==> src/rtl/core/uer_pkg.sv <==
`timescale 1ns / 1ps
// ----------------------------------------------------------------------------
// uer_pkg
// Types and constants shared by the ultrasonic echo ranger core.
// ----------------------------------------------------------------------------
package uer_pkg;

  localparam int unsigned TrigWidthW = 10;
  localparam int unsigned LimitW     = 16;
  localparam int unsigned CountW     = 17;
  localparam int unsigned DistW      = 14;
  localparam int unsigned CfgIdxW    = 2;
  localparam int unsigned CfgDataW   = 16;

  localparam logic [TrigWidthW-1:0] TrigWidthRst  = 10'd40;
  localparam logic [LimitW-1:0]     WaitLimitRst  = 16'd1176;
  localparam logic [LimitW-1:0]     WidthLimitRst = 16'd8000;

  localparam logic [CountW-1:0] CountMax = {CountW{1'b1}};

  // distance = floor(count * 17 / 100) = (count * DistMul) >> DistShift,
  // exact for every count below 2^17
  localparam int unsigned DistShift = 20;
  localparam int unsigned DistMulW  = 18;
  localparam logic [DistMulW-1:0] DistMul = 18'd178258;
  localparam int unsigned ProdW = CountW + DistMulW;

  typedef enum logic [1:0] {
    PH_IDLE = 2'd0,
    PH_TRIG = 2'd1,
    PH_WAIT = 2'd2,
    PH_MEAS = 2'd3
  } phase_e;

  typedef enum logic [1:0] {
    ST_OK      = 2'd0,
    ST_NO_ECHO = 2'd1,
    ST_RANGE   = 2'd2
  } status_e;

  typedef enum logic [CfgIdxW-1:0] {
    CFG_TRIG_WIDTH  = 2'd0,
    CFG_WAIT_LIMIT  = 2'd1,
    CFG_WIDTH_LIMIT = 2'd2,
    CFG_UNUSED      = 2'd3
  } cfg_idx_e;

  typedef struct packed {
    logic             trig_front;
    logic             trig_rear;
    logic             busy;
    logic             done;
    status_e          status;
    logic [DistW-1:0] distance_mm;
  } result_t;

endpackage

==> src/rtl/core/ultrasonic_echo_ranger_core.sv <==
`timescale 1ns / 1ps
// ----------------------------------------------------------------------------
// ultrasonic_echo_ranger_core
// Front/rear ultrasonic ranging controller, one microsecond tick per item.
// ----------------------------------------------------------------------------
// Usage:
//   Each input transfer (in_valid_i high, in_stall_o low) is one tick carrying
//   the echo pin levels and an optional start request. Every tick yields one
//   result transfer (out_valid_o high, out_stall_i low) with the trigger pin
//   levels, busy, done, status and distance in mm.
//   The phase, counter and a result or skid register update at the edge
//   that takes the tick; one tick per cycle while in_stall_o is low. The path
//   is a counter compare plus a 17x18 constant multiply for the distance.
//   When the receiver stalls, the held result stays on the outputs and one
//   more tick is taken into a skid register; in_stall_o rises only while that
//   skid register is full.
//   Configuration writes (cfg_valid_i, always ready) set trigger width, echo
//   wait limit and echo width limit; write them only while idle.
//   Reset returns to idle with the default register values and empties both
//   result registers.
// ----------------------------------------------------------------------------
module ultrasonic_echo_ranger_core (
  input  logic                         clk_i,
  input  logic                         rst_ni,
  input  logic                         in_valid_i,
  output logic                         in_stall_o,
  input  logic                         req_type_i,
  input  logic                         sensor_select_i,
  input  logic                         echo_front_i,
  input  logic                         echo_rear_i,
  output logic                         out_valid_o,
  input  logic                         out_stall_i,
  output logic                         trig_front_o,
  output logic                         trig_rear_o,
  output logic                         busy_res_o,
  output logic                         done_res_o,
  output logic [1:0]                   status_o,
  output logic [uer_pkg::DistW-1:0]    distance_mm_o,
  input  logic                         cfg_valid_i,
  output logic                         cfg_ready_o,
  input  logic [uer_pkg::CfgIdxW-1:0]  cfg_index_i,
  input  logic [uer_pkg::CfgDataW-1:0] cfg_data_i
);
  import uer_pkg::*;

  logic [TrigWidthW-1:0] trig_width_q;
  logic [LimitW-1:0]     wait_limit_q;
  logic [LimitW-1:0]     width_limit_q;

  phase_e              phase_q, phase_d;
  logic [CountW-1:0]   count_q, count_d;
  logic                sensor_q, sensor_d;

  logic                in_xfer;
  logic                out_xfer;
  logic                echo;
  logic [CountW-1:0]   count_inc;
  logic                trig;
  logic                done;
  status_e             status;
  logic [ProdW-1:0]    prod;
  result_t             res;

  logic                out_valid_q, skid_valid_q;
  result_t             out_q, skid_q;

  assign cfg_ready_o = 1'b1;

  always_ff @(posedge clk_i or negedge rst_ni) begin
    if (!rst_ni) begin
      trig_width_q  <= TrigWidthRst;
      wait_limit_q  <= WaitLimitRst;
      width_limit_q <= WidthLimitRst;
    end else if (cfg_valid_i) begin
      unique case (cfg_idx_e'(cfg_index_i))
        CFG_TRIG_WIDTH:  trig_width_q  <= cfg_data_i[TrigWidthW-1:0];
        CFG_WAIT_LIMIT:  wait_limit_q  <= cfg_data_i[LimitW-1:0];
        CFG_WIDTH_LIMIT: width_limit_q <= cfg_data_i[LimitW-1:0];
        default: ;
      endcase
    end
  end

  assign in_stall_o = skid_valid_q;
  assign in_xfer    = in_valid_i && !skid_valid_q;
  assign out_xfer   = out_valid_q && !out_stall_i;

  assign echo      = sensor_q ? echo_rear_i : echo_front_i;
  assign count_inc = (count_q == CountMax) ? CountMax : count_q + 1'b1;
  assign prod      = count_q * DistMul;

  always_comb begin
    phase_d  = phase_q;
    count_d  = count_q;
    sensor_d = sensor_q;
    trig     = 1'b0;
    done     = 1'b0;
    status   = ST_OK;
    unique case (phase_q)
      PH_IDLE: begin
        if (req_type_i) begin
          sensor_d = sensor_select_i;
          phase_d  = PH_TRIG;
          count_d  = CountW'(1);
          trig     = 1'b1;
        end
      end
      PH_TRIG: begin
        if (count_q < CountW'(trig_width_q)) begin
          trig    = 1'b1;
          count_d = count_inc;
        end else begin
          phase_d = PH_WAIT;
          count_d = '0;
        end
      end
      PH_WAIT: begin
        if (echo) begin
          if (width_limit_q == '0) begin
            done    = 1'b1;
            status  = ST_RANGE;
            phase_d = PH_IDLE;
            count_d = '0;
          end else begin
            phase_d = PH_MEAS;
            count_d = CountW'(1);
          end
        end else if (count_inc > CountW'(wait_limit_q)) begin
          done    = 1'b1;
          status  = ST_NO_ECHO;
          phase_d = PH_IDLE;
          count_d = '0;
        end else begin
          count_d = count_inc;
        end
      end
      PH_MEAS: begin
        if (echo) begin
          if (count_inc > CountW'(width_limit_q)) begin
            done    = 1'b1;
            status  = ST_RANGE;
            phase_d = PH_IDLE;
            count_d = '0;
          end else begin
            count_d = count_inc;
          end
        end else begin
          done    = 1'b1;
          phase_d = PH_IDLE;
          count_d = '0;
        end
      end
      default: ;
    endcase

    res.trig_front  = trig && !sensor_d;
    res.trig_rear   = trig && sensor_d;
    res.busy        = (phase_d != PH_IDLE);
    res.done        = done;
    res.status      = status;
    res.distance_mm = (done && status == ST_OK) ?
                      prod[DistShift +: DistW] : '0;
  end

  always_ff @(posedge clk_i or negedge rst_ni) begin
    if (!rst_ni) begin
      phase_q  <= PH_IDLE;
      count_q  <= '0;
      sensor_q <= 1'b0;
    end else if (in_xfer) begin
      phase_q  <= phase_d;
      count_q  <= count_d;
      sensor_q <= sensor_d;
    end
  end

  // output register with one skid entry
  always_ff @(posedge clk_i or negedge rst_ni) begin
    if (!rst_ni) begin
      out_valid_q  <= 1'b0;
      skid_valid_q <= 1'b0;
    end else begin
      if (skid_valid_q) begin
        if (out_xfer) begin
          out_valid_q  <= 1'b1;
          skid_valid_q <= 1'b0;
        end
      end else if (in_xfer) begin
        if (out_valid_q && out_stall_i) begin
          skid_valid_q <= 1'b1;
        end else begin
          out_valid_q <= 1'b1;
        end
      end else if (out_xfer) begin
        out_valid_q <= 1'b0;
      end
    end
  end

  always_ff @(posedge clk_i) begin
    if (skid_valid_q) begin
      if (out_xfer) begin
        out_q <= skid_q;
      end
    end else if (in_xfer) begin
      if (out_valid_q && out_stall_i) begin
        skid_q <= res;
      end else begin
        out_q <= res;
      end
    end
  end

  assign out_valid_o   = out_valid_q;
  assign trig_front_o  = out_q.trig_front;
  assign trig_rear_o   = out_q.trig_rear;
  assign busy_res_o    = out_q.busy;
  assign done_res_o    = out_q.done;
  assign status_o      = out_q.status;
  assign distance_mm_o = out_q.distance_mm;

  // skid entry only fills behind a held result
  a_skid_behind_out: assert property (@(posedge clk_i) disable iff (!rst_ni)
    skid_valid_q |-> out_valid_q)
    else $error("skid entry full without a held result");

  a_trig_exclusive: assert property (@(posedge clk_i) disable iff (!rst_ni)
    out_valid_o |-> !(trig_front_o && trig_rear_o))
    else $error("both triggers high");

  a_done_not_busy: assert property (@(posedge clk_i) disable iff (!rst_ni)
    (out_valid_o && done_res_o) |-> !busy_res_o)
    else $error("busy after a finished measurement");

  a_err_no_distance: assert property (@(posedge clk_i) disable iff (!rst_ni)
    (out_valid_o && status_o != ST_OK) |-> (distance_mm_o == '0 && done_res_o))
    else $error("error result with distance or without done");

endmodule

==> config.mk <==
export PLATFORM = sky130hd
export DESIGN_NAME = ultrasonic_echo_ranger_core
export DESIGN_NICKNAME = d
export VERILOG_FILES = /design/src/rtl/core/uer_pkg.sv /design/src/rtl/core/ultrasonic_echo_ranger_core.sv
export SDC_FILE = /design/constraint.sdc
export NUM_CORES = 1
export LEC_CHECK = 0
export BUFFER_PORTS_ARGS = -buffer_cell sky130_fd_sc_hd__buf_2
export CAP_MARGIN = 10
export CELL_PAD_IN_SITES_DETAIL_PLACEMENT = 1
export CELL_PAD_IN_SITES_GLOBAL_PLACEMENT = 1
export CORE_MARGIN = 2
export CORE_UTILIZATION = 50
export CTS_BUF_LIST = sky130_fd_sc_hd__clkbuf_16
export CTS_CLUSTER_DIAMETER = 60
export CTS_CLUSTER_SIZE = 25
export DETAILED_ROUTE_END_ITERATION = 6
export GPL_ROUTABILITY_DRIVEN = 0
export PLACE_DENSITY = 0.83
export SETUP_SLACK_MARGIN = 0.4
export SLEW_MARGIN = 20
export SYNTH_ARGS = -nofsm -noshare
export SYNTH_HDL_FRONTEND = slang
export SYNTH_SLANG_ARGS = --single-unit
==> constraint.sdc <==
create_clock -name clk_i -period 6.2 [get_ports clk_i]
set_input_delay 1.24 -clock clk_i [delete_from_list [all_inputs] [get_ports clk_i]]
set_output_delay 1.24 -clock clk_i [all_outputs]
set_load 0.03 [all_outputs]
==> metrics.txt, run 1 <==
status=finished clean; initial antenna violation count=1; largest net degree at the start of global routing=between 60 and 70; worst relative slew slack=28.54%; fillers=between 2000 and 2500; final hold violation count=0; # setup viols final=0; final worst-path cycle share=between 90% and 100%; Num CTS Buffers=9; worst slew pin tran=1069 ps; area share of the largest cell type after synthesis=22.97%; Area Overhead vs Synth=13.64%; Nets=1381; Crit. path cell count=20; dpl ws=between 100 and 150 ps; WHS=around 520 ps; grt total ovfl=0; Final Instance Area=around 12000 µm²; VDD IR max=0.1669 mV; Avg Inst Size Synth=10.06 µm²; unrepaired setup endpoints after global routing=false; core area=20230 µm²; Hold Crit Depth=1; first-pass GRT wire length=46.05 mm; CP cell instances=ha_4 -> inv_1 -> fa_1 -> inv_1 -> fa_1 -> inv_1 -> fa_1 -> fa_1 -> inv_1 -> ha_4 -> ha_4 -> nand4_1 -> nor2_4 -> nand4_1 -> a311oi_2 -> buf_4 -> nor3_2 -> o21bai_1 -> xnor2_1 -> o31ai_1; DR iter-0 viols=400; post-layout util=57.82%; crit path DAT=approximately 6000 ps; number of global-route vias before repair=between 8000 and 9000; vias per cell=5.793; IO Port Bufs=48; Placed Area=between 10000 and 15000 µm²; top-count cell post-synth=inv_1; P_leak=roughly 6 nW; slowest CP cell=fa_1; CP Class=flop to flop; Core Rows=52; antenna cells=0; area of the multi-input gates=between 6000 and 7000 µm²; Seq cells post-synth=about 100; FFs w/ async S/R, synth=between 60 and 70%; Buf+Inv Stages, Crit Path=5; worst setup path startpoint=count_q[5]$_DFFE_PN0P_; Skew-Pair Late Insertion Delay=about 380 ps; Initial Utilization=about half; Post-Syn Area=between 10000 and 15000 µm²; share of cells above drive strength 1=a little under a fifth; register area share after synthesis=between 20% and 30%; largest delay contributor family on the critical path=adder cells; cells after synthesis=~1000; All-Layer GR Usage=around 27%; Mapped Nets=about 1300; CP max FO=5; die height=147.5 µm; full die area=between 20000 and 25000 µm²; EDFF count, synth=40; Crit path largest cell delay=~570 ps; hold path startpoint=wait_limit_q[2]$_DFFE_PN0P_; TritonRoute pass-1 iters=5; deepest clock path buffer count=2; FMAX=between 0.15 and 0.2 GHz; worst path required time=6370 ps; Worst-path clk slew=approximately 90 ps; cells on worst reg2reg path=20; Routed Antenna Nets=0; via count=slightly below 8000; Final min period=about 6000 ps; CTS root buf=clkbuf_16; list of most frequent post-synthesis cells=inv_1, ha_1, fa_1; HPWL Detailed=between 20 and 25 mm; I/O pin total=50; Worst setup SP type=flop; clk sinks=about 100; CTS tree=built; Worst R2R Start=count_q[5]$_DFFE_PN0P_; Yosys cell types=68; crit path capture type=flop; MaxCap Viol Count=0; synth warn=0; Final Skew=14.58 ps; hold_buf cts=0; WL final=between 30 and 40 mm; routed length per instance=22.77 µm; setup ws final=around 360 ps; Slew Limit Fails=0; Hold Path Class=flop to flop; Seq. cell area=roughly 2800 µm²; residual DRC count=0; CTS HTree Levels=3; Main synth FF type=dfrtp_1; Pwr Density=approximately 370 nW/µm²; setup TNS=0 ps; die width=~150 µm; synth top area cells=ha_1, fa_1, dfrtp_1; Yosys top cell by area=ha_1
## timing repair
action                                  in CTS  in global routing
resized for setup                           13                 44
setup buffers                                6                 19
endpoints found under the setup margin      17                 18
pin swaps                                    1                 32
## final timing paths
check | to | slack [ps]
max in group asynchronous | count_q[4]$_DFFE_PN0P_ | 4540
hold / removal | wait_limit_q[2]$_DFFE_PN0P_ | 520
setup reg to reg | distance_mm_o[11]$_DFFE_PP_ | 360
setup / recovery | distance_mm_o[11]$_DFFE_PP_ | 360
hold reg to reg | wait_limit_q[2]$_DFFE_PN0P_ | 520
min in group asynchronous | sensor_q$_DFFE_PN0P_ | 1040
## state kept, by name, summed over array words and instances (netlist names), 2 cells and up
name / flops
skid_q: 20
count_q: 17
wait_limit_q: 16
width_limit_q: 16
distance_mm_o: 14
trig_width_q: 10
phase_q: 2
status_o: 2
## kinds of logic after synthesis
family,share of synthesized area (%)
AOI/OAI and AO/OA,11.52
xor gates and xnor gates,2.807
adders and majority gates,36.58
buffers and inverters,8.908
DFF,27.37
muxes,4.144
other,0.03643
and+or+nand+nor,8.629
## report_power, final
part | leakage (nW) | switching (mW) | total [mW] | internal [mW]
Sequential | 1.14 | 0.134 | 1.06 | 0.930
Clock | 0.152 | 0.341 | 0.635 | 0.294
Combinational | 4.75 | 1.64 | 2.63 | 0.997
## metrics by stage
step	std cells	power, mW
after global placement	1329	3.228
after detailed placement	1329	3.389
final	1370	4.335
after CTS	1351	4.054
after floorplan	1023	2.685
after global routing	1370	4.635
## per-layer routing
layer	track usage (%)	wire length, µm
met1	32.80	12300
met2	48.36	16140
met3	5.031	1437
met4	10.10	1307
met5	0	13
## cell type report
type                    instances  area share [%]
clock inverters                 7          0.7807
inverters                     218           6.995
multi-input cells             679           58.90
repair buffers                 83           4.332
clock buffers                   9           1.925
well taps                     270           2.888
flip-flops and latches        104           24.18
## cells in the final DEF, fill, tap and decap left out, types with 3 or more instances in the layout
master,synthesis,final
a2111oi_2,2,3
a211oi_1,6,5
a21o_1,25,25
a21oi_1,30,29
a22o_1,14,14
and2_1,3,3
and3_1,16,16
buf_2,0,48
buf_4,2,34
clkbuf_16,0,9
clkinv_8,0,3
dfrtp_1,52,43
dfrtp_2,0,9
dfstp_2,12,12
edfxtp_1,40,40
fa_1,70,70
ha_1,189,172
ha_4,0,16
inv_1,218,218
inv_6,0,3
mux2_2,37,37
nand2_1,62,62
nand2b_1,7,7
nand3_1,16,14
nand4_1,9,9
nor2_1,39,37
nor2b_1,3,3
nor3_1,6,4
nor4_1,5,5
o211ai_1,4,4
o21ai_0,27,24
o21bai_1,4,4
o22a_1,3,3
o31ai_1,22,21
xnor2_1,22,22
xor2_1,11,11
No activity file was read; power rests on OpenSTA's default activity.
==> run 2, diff against run 1 <==
--- a/config.mk
+++ b/config.mk
@@ -16,7 +16,7 @@
 export CTS_CLUSTER_SIZE = 25
 export DETAILED_ROUTE_END_ITERATION = 6
 export GPL_ROUTABILITY_DRIVEN = 0
-export PLACE_DENSITY = 0.83
+export PLACE_DENSITY_LB_ADDON = 0.1
 export SETUP_SLACK_MARGIN = 0.4
 export SLEW_MARGIN = 20
 export SYNTH_ARGS = -nofsm -noshare
==> run 2 against run 1 <==
Compared with the run above: sequential share of layout area up 0.34 points; utilization is 0.77 points lower; critical path depth fell by 1; routed wire length is 15% lower; final area is 1.3% lower; register-to-register slack better by 170 ps; combinational power shrank 8.7%; worst hold slack got worse by 1.7 ps; largest power group unchanged; largest cell class unchanged; die area unchanged; final cell count decreased by 0.51%; non-clock buffer count fell by 7.
==> metrics.txt, run 2 (synthesis results as in run 1) <==
# setup viols final=0 (unchanged); Final Skew=13.36 ps (was 14.58 ps); final worst-path cycle share=91.57% (was 94.26%); vias per cell=5.516 (was 5.793); setup TNS=0 ps (unchanged); P_leak=6.002 nW (was 6.043 nW); TritonRoute pass-1 iters=5 (unchanged); Final min period=5678 ps (was 5844 ps); Worst setup SP type=flop (unchanged); largest delay contributor family on the critical path=adder cells (unchanged); MaxCap Viol Count=0 (unchanged); IO Port Bufs=48 (unchanged); fillers=2294 (was 2222); unrepaired setup endpoints after global routing=true (was false); number of global-route vias before repair=8043 (was 8722); Crit path largest cell delay=560 ps (was 570 ps); Num CTS Buffers=9 (unchanged); clk sinks=104 (unchanged); crit path DAT=5830 ps (was 6010 ps); max FFs per register=20 (unchanged); CTS tree=built (unchanged); worst setup path startpoint=count_q[3]$_DFFE_PN0P_ (was count_q[5]$_DFFE_PN0P_); die height=147.5 µm (unchanged); Pwr Total=4.103 mW (was 4.335 mW); Worst R2R End=distance_mm_o[13]$_DFFE_PP_ (was distance_mm_o[11]$_DFFE_PP_); Biggest register=skid_q (unchanged); first-pass GRT wire length=42.62 mm (was 46.05 mm); Worst-path clk slew=80 ps (was 90 ps); Pwr Density=355.5 nW/µm² (was 370.5 nW/µm²); via count=7518 (was 7937); CTS HTree Levels=3 (unchanged); Area Overhead vs Synth=12.12% (was 13.64%); WL final=26.55 mm (was 31.20 mm); R2R Setup Slk=520 ps (was 360 ps); FMAX=0.1761 GHz (was 0.1711 GHz); full die area=21750 µm² (unchanged); Worst R2R Start=count_q[3]$_DFFE_PN0P_ (was count_q[5]$_DFFE_PN0P_); CP max FO=7 (was 5); Core Rows=52 (unchanged); Nets=1374 (was 1381); residual DRC count=0 (unchanged); worst path required time=6350 ps (was 6370 ps); Buf+Inv Stages, Crit Path=4 (was 5); Skew-Pair Late Insertion Delay=360 ps (was 380 ps); All-Layer GR Usage=25.00% (was 27.15%); CP cell instances=ha_1 -> ha_1 -> inv_1 -> fa_1 -> inv_1 -> fa_1 -> fa_1 -> inv_1 -> fa_1 -> inv_1 -> ha_1 -> nand3_2 -> nor2_2 -> nand4_1 -> a311oi_2 -> nor2_1 -> o221ai_1 -> xnor2_1 -> o31ai_1 (was ha_4 -> inv_1 -> fa_1 -> inv_1 -> fa_1 -> inv_1 -> fa_1 -> fa_1 -> inv_1 -> ha_4 -> ha_4 -> nand4_1 -> nor2_4 -> nand4_1 -> a311oi_2 -> buf_4 -> nor3_2 -> o21bai_1 -> xnor2_1 -> o31ai_1); most common cell after layout, fill and taps aside=inv_1 (unchanged); Placed Area=10890 µm² (was 10860 µm²); Routed Antenna Nets=0 (unchanged); antenna cells=0 (unchanged); I/O pin total=50 (unchanged); VDD IR max=0.1740 mV (was 0.1669 mV); worst relative slew slack=33.02% (was 28.54%); most frequent cells in the layout=inv_1, ha_1, fa_1, nand2_1, buf_2 (unchanged); initial antenna violation count=1 (unchanged); hold path startpoint=wait_limit_q[9]$_DFFE_PN0P_ (was wait_limit_q[2]$_DFFE_PN0P_); slowest CP cell=fa_1 (unchanged); Endpoint, Worst Hold=wait_limit_q[9]$_DFFE_PN0P_ (was wait_limit_q[2]$_DFFE_PN0P_); Initial Utilization=50.88% (unchanged); deepest clock path buffer count=2 (unchanged); worst slew pin tran=1005 ps (was 1069 ps); largest net degree at the start of global routing=65 (unchanged); cells on worst reg2reg path=19 (was 20); final hold violation count=0 (unchanged); crit path capture type=flop (unchanged); WHS=513.8 ps (was 515.5 ps); HPWL Detailed=20.94 mm (was 22.59 mm); share of cells above drive strength 1=17.29% (was 18.36%); Crit. path cell count=19 (was 20); die width=147.5 µm (unchanged); routed length per instance=19.48 µm (was 22.77 µm); Hold Crit Depth=1 (unchanged); status=finished clean (unchanged); CP Class=flop to flop (unchanged); Top Registers=skid_q x20, count_q x17 (unchanged); Slew Limit Fails=0 (unchanged); core area=20230 µm² (unchanged); Hold Path Class=flop to flop (unchanged); DR iter-0 viols=355 (was 400); grt total ovfl=0 (unchanged); CTS root buf=clkbuf_16 (unchanged); Final Instance Area=11540 µm² (was 11700 µm²)
-- run 2: cell types whose count changed in the layout (fill, tap and decap cells not counted), moves of 2 or more --
cell       delta
o21ai_1       +2
nand3_2       +3
ha_1          +6
clkbuf_16     +2
inv_6         -3
clkinv_8      -2
o21ai_2       -2
buf_4         -6
inv_8         +3
ha_4          -6
nand3_4       -2
-- run 2: timing repair --
action | CTS | global route
resized for setup | 17 | 23
hold buffers | 0 | 0
pin swaps | 8 | 15
setup endpoints to repair | 16 | 17
setup buffers | 8 | 6
-- run 2: report_power, final --
part	internal (mW)	switching [mW]	leakage, nW	total [mW]
Sequential	0.930	0.131	1.14	1.06
Clock	0.333	0.304	0.166	0.638
Combinational	0.921	1.48	4.69	2.40
Total	2.18	1.92	6.00	4.10
-- run 2: per-stage QoR --
| stage | setup WS (ps) | utilization, % | instances |
|---|---|---|---|
| floorplan | 725.5 | - | 1023 |
| global placement | 308.6 | 53.81 | 1333 |
| detailed placement | 98.54 | 53.81 | 1333 |
| CTS | 405.8 | 56.02 | 1357 |
| global route | 317.6 | 57.04 | 1363 |
| finish | 522.4 | 57.04 | 1363 |
-- run 2: final cells by class --
| cell class | count | area (µm²) | share of cell area, % |
|---|---|---|---|
| Multi-Input combinational cell | 679 | 6777 | 58.71 |
| Sequential cell | 104 | 2830 | 24.52 |
| Inverter | 218 | 818.3 | 7.089 |
| Timing Repair Buffer | 76 | 450.4 | 3.902 |
| Tap cell | 270 | 337.8 | 2.927 |
| Clock buffer | 11 | 275.3 | 2.385 |
| Clock inverter | 5 | 53.80 | 0.4661 |
-- run 2: worst max path at each step --
stage | to | slack, ps
finish | distance_mm_o[13]$_DFFE_PP_ | 520
global route | distance_mm_o[11]$_DFFE_PP_ | 320
global placement | distance_mm_o[12]$_DFFE_PP_ | 310
floorplan | distance_mm_o[11]$_DFFE_PP_ | 730
CTS | distance_mm_o[13]$_DFFE_PP_ | 410
detailed placement | distance_mm_o[13]$_DFFE_PP_ | 100
-- run 2: worst reg2reg max path: cells and delay by family, from the launching register on --
family / cells / cell delay [ps]
AOI/OAI and AO/OA: 3 / 900
buffers and inverters: 4 / 230
adders and majority gates: 7 / 3100
DFF: 1 / 500
xor gates and xnor gates: 1 / 130
and+or+nand+nor: 4 / 610
-- run 2: per-layer routing --
| metal | global-route usage [%] | share of wire, % | up-vias |
|---|---|---|---|
| met4 | 6.202 | 1.6 | 2 |
| met1 | 33.29 | 45 | 3766 |
| met3 | 3.025 | 3.3 | 29 |
| met5 | 0 | 0.034 | - |
| li1 | - | - | 3596 |
| met2 | 43.64 | 50 | 125 |
==> run 3, diff against run 2 <==
--- a/config.mk
+++ b/config.mk
@@ -16,9 +16,11 @@
 export CTS_CLUSTER_SIZE = 25
 export DETAILED_ROUTE_END_ITERATION = 6
 export GPL_ROUTABILITY_DRIVEN = 0
+export HOLD_SLACK_MARGIN = 0.12
+export MAX_ROUTING_LAYER = met4
 export PLACE_DENSITY_LB_ADDON = 0.1
 export SETUP_SLACK_MARGIN = 0.4
-export SLEW_MARGIN = 20
+export SLEW_MARGIN = 0
 export SYNTH_ARGS = -nofsm -noshare
 export SYNTH_HDL_FRONTEND = slang
 export SYNTH_SLANG_ARGS = --single-unit
==> run 3 against run 2 <==
Compared with the run above: combinational power increased by 2%; die area unchanged; global-route usage increased by 0.74 points; count of clock-buffer cells in the layout unchanged; clock skew decreased by 1.7 ps; sequential share of layout area decreased by 0.19 points; clock power about the same; routed wire length increased by 0.21%; final cell count increased by 0.44%; register-to-register slack about the same; sequential cell count unchanged; critical path type unchanged; highest routed layer is now met4.
==> metrics.txt, run 3 (synthesis results as in run 1) <==
Initial Utilization=50.88% (unchanged); hold_buf cts=0 (unchanged); dpl ws=98.54 ps (unchanged); Crit path largest cell delay=560 ps (about the same); All-Layer GR Usage=25.73% (was 25.00%); routed length per instance=19.43 µm (was 19.48 µm); WL final=26.60 mm (was 26.55 mm); Worst-path clk slew=80 ps (about the same); Endpoint, Worst Hold=wait_limit_q[9]$_DFFE_PN0P_ (unchanged); P_leak=6.015 nW (was 6.002 nW); Routed Antenna Nets=0 (unchanged); crit path capture type=flop (unchanged); Hold Path Class=flop to flop (unchanged); fillers=2282 (was 2294); CP cell instances=ha_1 -> ha_1 -> inv_1 -> fa_1 -> inv_1 -> fa_1 -> fa_1 -> inv_1 -> fa_1 -> inv_1 -> ha_1 -> nand3_2 -> nor2_2 -> nand4_1 -> a311oi_2 -> nor2_1 -> o221ai_1 -> xnor2_1 -> o31ai_1 (unchanged); CTS tree=built (unchanged); Pwr Total=4.136 mW (was 4.103 mW); die height=147.5 µm (unchanged); vias per cell=5.470 (was 5.516); Biggest register=skid_q (unchanged); crit path DAT=5830 ps (about the same); highest routing layer actually used=met4 (was met5); core area=20230 µm² (unchanged); Worst R2R Start=count_q[3]$_DFFE_PN0P_ (unchanged); # setup viols final=0 (unchanged); cells on worst reg2reg path=19 (unchanged); status=finished clean (unchanged); CTS HTree Levels=3 (unchanged); Final min period=5693 ps (was 5678 ps); first-pass GRT wire length=42.65 mm (was 42.62 mm); Core Rows=52 (unchanged); Seq. cell area=2830 µm² (unchanged); DR iter-0 viols=358 (was 355); clk sinks=104 (unchanged); HPWL Detailed=20.94 mm (unchanged); Num CTS Buffers=9 (unchanged); Skew-Pair Late Insertion Delay=360 ps (about the same); die width=147.5 µm (unchanged); Post-Layout Cell Count=1369 (was 1363); Hold Crit Depth=1 (unchanged); initial antenna violation count=1 (unchanged); final hold violation count=0 (unchanged); via count=7488 (was 7518); max FFs per register=20 (unchanged); CP max FO=7 (unchanged); Top Registers=skid_q x20, count_q x17 (unchanged); Final Skew=11.65 ps (was 13.36 ps); slowest CP cell=fa_1 (unchanged); full die area=21750 µm² (unchanged); residual DRC count=0 (unchanged); deepest clock path buffer count=2 (unchanged); Area Overhead vs Synth=13.00% (was 12.12%); worst slew pin tran=1084 ps (was 1005 ps); wire length on met3=681 µm (was 885 µm); Worst setup SP type=flop (unchanged); DP Cell Count=1333 (unchanged); unrepaired setup endpoints after global routing=true (unchanged); Slew Limit Fails=0 (unchanged); met2 wire length=13.25 mm (was 13.27 mm); most frequent cells in the layout=inv_1, ha_1, fa_1, nand2_1, buf_2 (unchanged); Pwr Density=355.5 nW/µm² (about the same); largest net degree at the start of global routing=65 (unchanged); area of the multi-input gates=6828 µm² (was 6777 µm²); worst relative slew slack=27.51% (was 33.02%); setup TNS=0 ps (unchanged); share of cells above drive strength 1=18.03% (was 17.29%); R2R Setup Slk=510 ps (was 520 ps); post-layout util=57.49% (was 57.04%); worst path required time=6340 ps (was 6350 ps); grt total ovfl=0 (unchanged); final worst-path cycle share=91.82% (was 91.57%); FMAX=0.1757 GHz (was 0.1761 GHz); CP Class=flop to flop (unchanged); most common cell after layout, fill and taps aside=inv_1 (unchanged); CTS root buf=clkbuf_16 (unchanged); met1 WL=12.14 mm (was 11.97 mm); VDD IR max=0.1809 mV (was 0.1740 mV); hold path startpoint=wait_limit_q[9]$_DFFE_PN0P_ (unchanged); number of global-route vias before repair=8054 (was 8043); I/O pin total=50 (unchanged); Worst R2R End=distance_mm_o[13]$_DFFE_PP_ (unchanged); TritonRoute pass-1 iters=5 (unchanged); IO Port Bufs=48 (unchanged); Nets=1379 (was 1374); setup ws final=507.4 ps (was 522.4 ps); MaxCap Viol Count=0 (unchanged)
-- run 3: layout make-up --
type | count | share of cell area, %
Tap cell | 270 | 2.904
Inverter | 218 | 7.034
Clock inverter | 5 | 0.4625
Antenna cell | 1 | 0.02151
Clock buffer | 11 | 2.366
Multi-Input combinational cell | 679 | 58.69
Sequential cell | 104 | 24.33
Timing Repair Buffer | 81 | 4.194
-- run 3: through the flow --
| step | hold slack, ps | instance area (µm²) |
|---|---|---|
| after floorplan | 479.4 | 10290 |
| after CTS | 514.2 | 11330 |
| after global placement | 488.5 | 10890 |
| after detailed placement | 495.2 | 10890 |
| after global routing | 528.4 | 11630 |
| final | 512.9 | 11630 |
-- run 3: how the worst max path moves through the flow --
stage | slack, ps | from | cells past startpoint | endpoint
2_1_floorplan | 730 | count_q[3]$_DFFE_PN0P_ | 17 | distance_mm_o[11]$_DFFE_PP_
3_3_place_gp | 310 | count_q[6]$_DFFE_PN0P_ | 19 | distance_mm_o[12]$_DFFE_PP_
3_5_place_dp | 100 | count_q[6]$_DFFE_PN0P_ | 19 | distance_mm_o[13]$_DFFE_PP_
4_1_cts | 410 | count_q[5]$_DFFE_PN0P_ | 17 | distance_mm_o[13]$_DFFE_PP_
5_1_grt | 290 | count_q[3]$_DFFE_PN0P_ | 20 | distance_mm_o[11]$_DFFE_PP_
6_report | 510 | count_q[3]$_DFFE_PN0P_ | 19 | distance_mm_o[13]$_DFFE_PP_
-- run 3: worst max-delay path: cells and delay by family (launching register included) --
family,cells,cell delay (ps)
buffers and inverters,4,230
AO/OA/AOI/OAI,3,910
adder cells (fa/ha/maj),7,3100
AND/OR/NAND/NOR,4,590
flip-flops,1,500
XOR/XNOR,1,130
-- run 3: where the power goes --
| group | switching [mW] | total [mW] | internal (mW) | leakage [nW] |
|---|---|---|---|---|
| registers | 0.129 | 1.06 | 0.931 | 1.14 |
| clock network | 0.304 | 0.638 | 0.333 | 0.166 |
| logic | 1.50 | 2.44 | 0.940 | 4.71 |
-- run 3: timing repair --
| item | CTS | global route |
|---|---|---|
| buffers inserted | 8 | 11 |
| gates resized for setup | 17 | 28 |
| pin swaps | 8 | 17 |
| endpoints found under the setup margin | 16 | 18 |
-- run 3: routing by layer --
layer  GRT usage, %  vias up
li1               -     3601
met1          33.23     3749
met2          43.67      102
met3          3.025       36
met4          6.202        0
met5              -        -
